File: src/sv/lss_pkg.sv
`default_nettype none

package lss_pkg;

  localparam int DepthDef     = 16;
  localparam int DataWidthDef = 32;

  localparam logic [1:0] MODE_PUSH   = 2'd0;
  localparam logic [1:0] MODE_POP    = 2'd1;
  localparam logic [1:0] MODE_READ   = 2'd2;
  localparam logic [1:0] MODE_SEARCH = 2'd3;

  localparam logic [2:0] ST_OK        = 3'd0;
  localparam logic [2:0] ST_OVERFLOW  = 3'd1;
  localparam logic [2:0] ST_UNDERFLOW = 3'd2;
  localparam logic [2:0] ST_BADPOS    = 3'd3;
  localparam logic [2:0] ST_NOTFOUND  = 3'd4;

  typedef struct packed {
    logic [1:0]  mode;
    logic [31:0] value;
    logic [4:0]  position;
  } lss_in_t;

  typedef struct packed {
    logic [31:0] data_out;
    logic [4:0]  found_at;
    logic [2:0]  status;
    logic [4:0]  count;
    logic        is_empty;
    logic        is_full;
  } lss_out_t;

endpackage

`default_nettype wire

File: src/sv/lifo_stack_with_search.sv
`default_nettype none

// LIFO stack of DEPTH words held in a single-port-read synchronous memory, with
// positional read and linear search from the bottom. A transaction is taken when
// start is high and busy is low; each one gives exactly one result, shown for one
// cycle with out_valid high, and the receiver cannot stall it. Push and every
// failed operation give the result in the cycle after the transaction and keep
// busy low. Pop and valid read hold busy for one cycle while the memory is read;
// the result is registered from the memory's read data. A search walks the memory
// one entry per cycle through its single read port and holds busy until it stops
// at the first match or, on a miss, after all count entries (at most DEPTH).
module lifo_stack_with_search
  import lss_pkg::*;
#(
  parameter int DEPTH      = DepthDef,
  parameter int DATA_WIDTH = DataWidthDef
) (
  input  wire logic     clk,
  input  wire logic     rst_n,
  input  wire logic     start,
  output logic          busy,
  input  wire lss_in_t  in_item,
  output logic          out_valid,
  output lss_out_t      out_item
);

  localparam int AW   = (DEPTH > 1) ? $clog2(DEPTH) : 1;
  localparam int CW   = $clog2(DEPTH + 1);
  localparam int CMPW = (CW > 5) ? CW : 5;
  localparam int DWX  = (DATA_WIDTH > 32) ? DATA_WIDTH : 32;

  localparam logic [1:0] S_IDLE = 2'd0;
  localparam logic [1:0] S_RD   = 2'd1;
  localparam logic [1:0] S_SRCH = 2'd2;

  logic [DATA_WIDTH-1:0] mem [DEPTH];
  logic [DATA_WIDTH-1:0] rd_data_r;

  logic [1:0]            state_r, state_nxt;
  logic [CW-1:0]         cnt_r, cnt_nxt;
  logic [AW-1:0]         idx_r, idx_nxt;
  logic [DATA_WIDTH-1:0] key_r, key_nxt;
  logic                  out_valid_r, out_valid_nxt;
  lss_out_t              out_r, out_nxt;

  logic                  we;
  logic [AW-1:0]         wr_addr;
  logic [DATA_WIDTH-1:0] wr_data;
  logic                  rd_en;
  logic [AW-1:0]         rd_addr;

  logic                  accept;
  logic [DWX-1:0]        val_ext;
  logic [DATA_WIDTH-1:0] val_in;
  logic [DWX-1:0]        rd_ext;
  logic [CMPW-1:0]       pos_ext;
  logic [CMPW-1:0]       cnt_ext;
  logic [CMPW-1:0]       cnt_nxt_ext;
  logic [CW-1:0]         idx_p1;
  logic [CMPW-1:0]       idx_p1_ext;
  logic [AW-1:0]         pos_m1;

  assign accept      = start && !busy;
  assign val_ext     = DWX'(in_item.value);
  assign val_in      = val_ext[DATA_WIDTH-1:0];
  assign rd_ext      = DWX'(rd_data_r);
  assign pos_ext     = CMPW'(in_item.position);
  assign cnt_ext     = CMPW'(cnt_r);
  assign cnt_nxt_ext = CMPW'(cnt_nxt);
  assign idx_p1      = CW'(idx_r) + CW'(1);
  assign idx_p1_ext  = CMPW'(idx_p1);
  assign pos_m1      = AW'(pos_ext - CMPW'(1));

  always_comb begin
    state_nxt     = state_r;
    cnt_nxt       = cnt_r;
    idx_nxt       = idx_r;
    key_nxt       = key_r;
    out_valid_nxt = 1'b0;
    we            = 1'b0;
    wr_addr       = AW'(cnt_r);
    wr_data       = val_in;
    rd_en         = 1'b0;
    rd_addr       = '0;
    out_nxt.data_out = '0;
    out_nxt.found_at = '0;
    out_nxt.status   = ST_OK;

    case (state_r)
      S_IDLE: begin
        if (accept) begin
          case (in_item.mode)
            MODE_PUSH: begin
              out_valid_nxt = 1'b1;
              if (cnt_r == CW'(DEPTH)) begin
                out_nxt.status = ST_OVERFLOW;
              end else begin
                we      = 1'b1;
                cnt_nxt = cnt_r + CW'(1);
              end
            end
            MODE_POP: begin
              if (cnt_r == '0) begin
                out_valid_nxt  = 1'b1;
                out_nxt.status = ST_UNDERFLOW;
              end else begin
                cnt_nxt   = cnt_r - CW'(1);
                rd_en     = 1'b1;
                rd_addr   = AW'(cnt_r - CW'(1));
                state_nxt = S_RD;
              end
            end
            MODE_READ: begin
              if (pos_ext == '0 || pos_ext > cnt_ext) begin
                out_valid_nxt  = 1'b1;
                out_nxt.status = ST_BADPOS;
              end else begin
                rd_en     = 1'b1;
                rd_addr   = pos_m1;
                state_nxt = S_RD;
              end
            end
            default: begin
              if (cnt_r == '0) begin
                out_valid_nxt  = 1'b1;
                out_nxt.status = ST_NOTFOUND;
              end else begin
                key_nxt   = val_in;
                idx_nxt   = '0;
                rd_en     = 1'b1;
                rd_addr   = '0;
                state_nxt = S_SRCH;
              end
            end
          endcase
        end
      end
      S_RD: begin
        out_valid_nxt    = 1'b1;
        out_nxt.data_out = rd_ext[31:0];
        state_nxt        = S_IDLE;
      end
      S_SRCH: begin
        if (rd_data_r == key_r) begin
          out_valid_nxt    = 1'b1;
          out_nxt.found_at = idx_p1_ext[4:0];
          state_nxt        = S_IDLE;
        end else if (idx_p1 == cnt_r) begin
          out_valid_nxt  = 1'b1;
          out_nxt.status = ST_NOTFOUND;
          state_nxt      = S_IDLE;
        end else begin
          idx_nxt = AW'(idx_p1);
          rd_en   = 1'b1;
          rd_addr = AW'(idx_p1);
        end
      end
      default: begin
        state_nxt = S_IDLE;
      end
    endcase

    out_nxt.count    = cnt_nxt_ext[4:0];
    out_nxt.is_empty = (cnt_nxt == '0);
    out_nxt.is_full  = (cnt_nxt == CW'(DEPTH));
  end

  always_ff @(posedge clk) begin
    if (we) begin
      mem[wr_addr] <= wr_data;
    end
    if (rd_en) begin
      rd_data_r <= mem[rd_addr];
    end
  end

  always_ff @(posedge clk) begin
    if (!rst_n) begin
      state_r     <= S_IDLE;
      cnt_r       <= '0;
      out_valid_r <= 1'b0;
    end else begin
      state_r     <= state_nxt;
      cnt_r       <= cnt_nxt;
      out_valid_r <= out_valid_nxt;
    end
  end

  always_ff @(posedge clk) begin
    idx_r <= idx_nxt;
    key_r <= key_nxt;
    out_r <= out_nxt;
  end

  assign busy      = (state_r != S_IDLE);
  assign out_valid = out_valid_r;
  assign out_item  = out_r;

endmodule

`default_nettype wire
File: config.mk
export PLATFORM = sky130hd
export DESIGN_NAME = lifo_stack_with_search
export DESIGN_NICKNAME = d
export VERILOG_FILES = /design/src/sv/lss_pkg.sv /design/src/sv/lifo_stack_with_search.sv
export SDC_FILE = /design/constraint.sdc
export NUM_CORES = 1
export LEC_CHECK = 0
export BUFFER_PORTS_ARGS = -buffer_cell sky130_fd_sc_hd__buf_2
export CAP_MARGIN = 10
export CORE_ASPECT_RATIO = 1.5
export CORE_MARGIN = 8
export CORE_UTILIZATION = 55
export CTS_CLUSTER_DIAMETER = 30
export DETAILED_ROUTE_END_ITERATION = 8
export MAX_ROUTING_LAYER = met4
export PLACE_DENSITY = 0.82
export SLEW_MARGIN = 10
export SYNTH_ARGS = -nofsm -noshare
export SYNTH_HDL_FRONTEND = slang
export SYNTH_SLANG_ARGS = --single-unit
File: constraint.sdc
create_clock -name clk -period 5.6 [get_ports clk]
set_input_delay 1.12 -clock clk [delete_from_list [all_inputs] [get_ports clk]]
set_output_delay 1.12 -clock clk [all_outputs]
set_load 0.01 [all_outputs]
==> out/metrics.json <==
{
  "synth_cell_type_count": 62,
  "clockBufferDepth": 3,
  "biggest_cell_delay_along_the_critical_path_ns": 0.94,
  "setup_total_negative_slack_ns": 0,
  "hold-worst-slack_ns": 0.5031,
  "initial_utilization": 0.5523,
  "grt_setup_unrepaired": "no",
  "drt_pass1_iterations": 6,
  "critical_path.cell_chain": "xor2_1 > nor4_1 > and4_1 > a211oi_1 > nor2_4 > buf_4 > a21o_1 > buf_4 > o22ai_1 > a221o_1",
  "ir_drop_uv": 226.6,
  "critPathKind": "flip-flop to flip-flop",
  "postCtsResizedCells": 0,
  "yosys.area_share.simple": 0.06763,
  "worst-path-max-fanout": 43,
  "route.vias.total": 14840,
  "synth.yosys.seq_area_share": 0.7543,
  "final_common_cell": "sky130_fd_sc_hd__edfxtp_1",
  "reg2reg_from": "rd_data_r[24]",
  "ys.warnings.count": 0,
  "cts_max_level": 3,
  "synthXorXnorAreaFrac": 0.01570,
  "wire_length_of_the_first_global_routing_pass_um": 92530,
  "use_met2": 0.4147,
  "timing.critical_path.from": "rd_data_r[24]",
  "detailedPlacementHpwl_um": 35630,
  "die_w_um": 188.5,
  "synth_ff_type": "sky130_fd_sc_hd__edfxtp_1",
  "final_core_util": 0.6417,
  "die_h_um": 274.8,
  "period_share": 0.8619,
  "vias_in_the_first_global_route": 15190,
  "met1_usage": 0.2650,
  "detail_route.iter0.violations": 1788,
  "path_common_cell": "sky130_fd_sc_hd__buf_4",
  "main_combinational_cell_family_by_area_after_synthesis": "compound AO/OA/AOI/OAI gates",
  "async_set_reset_flop_share_out_of_synthesis": 0,
  "wire_per_inst_um": 26.89,
  "worst_clock_skew_ns": 0.02948,
  "worst_slew_margin_rel": 0.1976,
  "clock_tree_from_tritoncts": "built",
  "synth.ff_latch_count": 635,
  "top_level_ports": 91,
  "areaGrowthSynthToFinish_pct": 16.20,
  "post-cts-setup-buffers": 0,
  "drc": 0,
  "setup.worst_path.start_class": "flip-flop",
  "post_layout_net_count": 1734,
  "grtUsageMet3": 0.04769,
  "hold_viol": 0,
  "routed_wirelength_um": 62400,
  "netlist_instances": 1550,
  "placementRows": 95,
  "number_of_clock_sinks_seen_by_cts": 635,
  "timing.critical_path.to_type": "flip-flop",
  "postCtsHoldBufs": 0,
  "powerDensity_nw_per_um2": 377.5,
  "hp-start": "rd_data_r[27]",
  "run_status": "finished, final reports clean",
  "worst-path-buf-inv": 2,
  "synth_area_um2": 24550,
  "most_frequent_cells_in_the_layout": "sky130_fd_sc_hd__edfxtp_1, sky130_fd_sc_hd__nand2_1, sky130_fd_sc_hd__mux2i_1",
  "worst_setup_hold_path_clk_slew_ns": 0.06,
  "worst_ep_required_time_ns": 5.94,
  "die_area_um2": 51790,
  "post_route_cells_drive_above_1_share": 0.1693,
  "cp_top_family": "simple AND/OR/NAND/NOR gates",
  "synth_area_in_compound_gates": 0.08409,
  "worst-endpoint-arrival_ns": 5.17,
  "p_leak_nw": 9.905,
  "avgViaCountPerCell": 6.394,
  "io_buffer_count": 90,
  "max_freq_ghz": 0.2072,
  "largest_net_degree_at_the_start_of_global_routing": 97,
  "globalRouteTotalUtil": 0.2448,
  "worst_skew_pair.late_latency_ns": 0.62,
  "setup_viol_count_final": 0,
  "yosys.area_share.adder": 0.008664,
  "root_buffer": "sky130_fd_sc_hd__clkbuf_16",
  "synth-edff-count": 580,
  "syn-mean-instance-area_um2": 15.84,
  "grt-ovfl-total": 0,
  "cts_bufs_inserted": 76,
  "routabilityCongestion": 0.9013,
  "synthMuxAreaShare": 0.05188,
  "holdCritPathClass": "flip-flop to flip-flop",
  "max_cap_violations": 0,
  "remaining_antenna_violation_count_after_routing": 0,
  "global_route.peak_usage_layer": "met2",
  "tightestPinTransition_ns": 1.201,
  "fp.coreArea_um2": 44460,
  "final_period_minus_worst_setup_slack_ns": 4.827,
  "worst_path_max_delay_cell": "sky130_fd_sc_hd__nor2_4",
  "mappedNetlistNets": 1609,
  "timing.final.max_slew_violations": 0,
  "antenna_found_initial": 2
}
==> per-layer routing <==
layer | share of wire | up-vias
met5 | 0 | -
met4 | 0.061 | 0
met3 | 0.092 | 218
met2 | 0.51 | 984
met1 | 0.34 | 7311
li1 | - | 6328
==> kinds of logic (layout without fill, tap and decap cells) <==
group	count (synthesis)	count (layout)
DFF	635	635
adders and majority gates	17	17
xor gates and xnor gates	44	44
AOI/OAI and AO/OA	276	276
and+or+nand+nor	347	347
buffers and inverters	104	291
other	0	2
muxes	127	127
==> cell usage after synthesis, types with 4 or more instances <==
| library cell | instances | area share |
|---|---|---|
| sky130_fd_sc_hd__edfxtp_1 | 580 | 0.71 |
| sky130_fd_sc_hd__nand2_1 | 182 | 0.028 |
| sky130_fd_sc_hd__mux2i_1 | 125 | 0.051 |
| sky130_fd_sc_hd__o22ai_1 | 65 | 0.017 |
| sky130_fd_sc_hd__a32oi_1 | 63 | 0.022 |
| sky130_fd_sc_hd__dfxtp_1 | 55 | 0.045 |
| sky130_fd_sc_hd__clkbuf_1 | 51 | 0.0078 |
| sky130_fd_sc_hd__and2_1 | 42 | 0.011 |
| sky130_fd_sc_hd__a21oi_1 | 39 | 0.0080 |
| sky130_fd_sc_hd__a211oi_1 | 35 | 0.011 |
| sky130_fd_sc_hd__nor2_1 | 35 | 0.0054 |
| sky130_fd_sc_hd__xor2_1 | 35 | 0.012 |
| sky130_fd_sc_hd__a221o_1 | 33 | 0.013 |
| sky130_fd_sc_hd__buf_2 | 31 | 0.0063 |
| sky130_fd_sc_hd__nor3b_1 | 31 | 0.0095 |
| sky130_fd_sc_hd__inv_1 | 18 | 0.0028 |
| sky130_fd_sc_hd__ha_1 | 17 | 0.0087 |
| sky130_fd_sc_hd__nand3_1 | 12 | 0.0024 |
| sky130_fd_sc_hd__o21ai_0 | 12 | 0.0024 |
| sky130_fd_sc_hd__nor3_1 | 11 | 0.0022 |
| sky130_fd_sc_hd__nor4_1 | 9 | 0.0023 |
| sky130_fd_sc_hd__xnor2_1 | 9 | 0.0032 |
| sky130_fd_sc_hd__and3_1 | 6 | 0.0015 |
| sky130_fd_sc_hd__nand2b_1 | 4 | 0.0010 |
| sky130_fd_sc_hd__nand4_1 | 4 | 0.0010 |
==> final timing paths <==
check | cells past startpoint | endpoint | slack (ns)
setup / recovery | 10 | rd_data_r[10] | 0.77
hold / removal | 1 | out_item[42] | 0.50
setup reg to reg | 10 | rd_data_r[10] | 0.77
hold reg to reg | 1 | out_item[42] | 0.50
==> state kept, by name, summed over array words and instances, names as in the netlist <==
signal / flops
out_valid: 1
idx_r: 4
rd_data_r: 32
mem: 512
cnt_ext: 5
out_item: 47
key_r: 32
state_r: 2
==> through the flow <==
stage          worst slack (ns)  std cells  area [µm²]  total power, mW
2_1_floorplan             1.181       1550       24550            5.670
3_3_place_gp             0.5869       2179       25940            5.871
3_5_place_dp             0.4054       2179       25940            5.894
4_1_cts                  0.9083       2319       28520            10.78
5_1_grt                  0.5845       2321       28530            11.03
6_report                 0.7732       2321       28530            10.77
==> layout make-up <==
class,instances,area [µm²]
repair buffers,132,803.3
well taps,582,728.2
clock inverters,49,576.8
diodes,2,5.005
fillers,2910,15930
clock buffers,91,2009
inverters,19,71.32
flip-flops and latches,635,18520
multi-input cells,811,5817
==> where the power goes <==
| part | switching, mW | internal, mW |
|---|---|---|
| clock network | 2.00 | 2.96 |
| registers | 0.0326 | 5.24 |
| logic | 0.363 | 0.181 |
| total | 2.40 | 8.37 |
No activity file was read; power rests on OpenSTA's default activity.
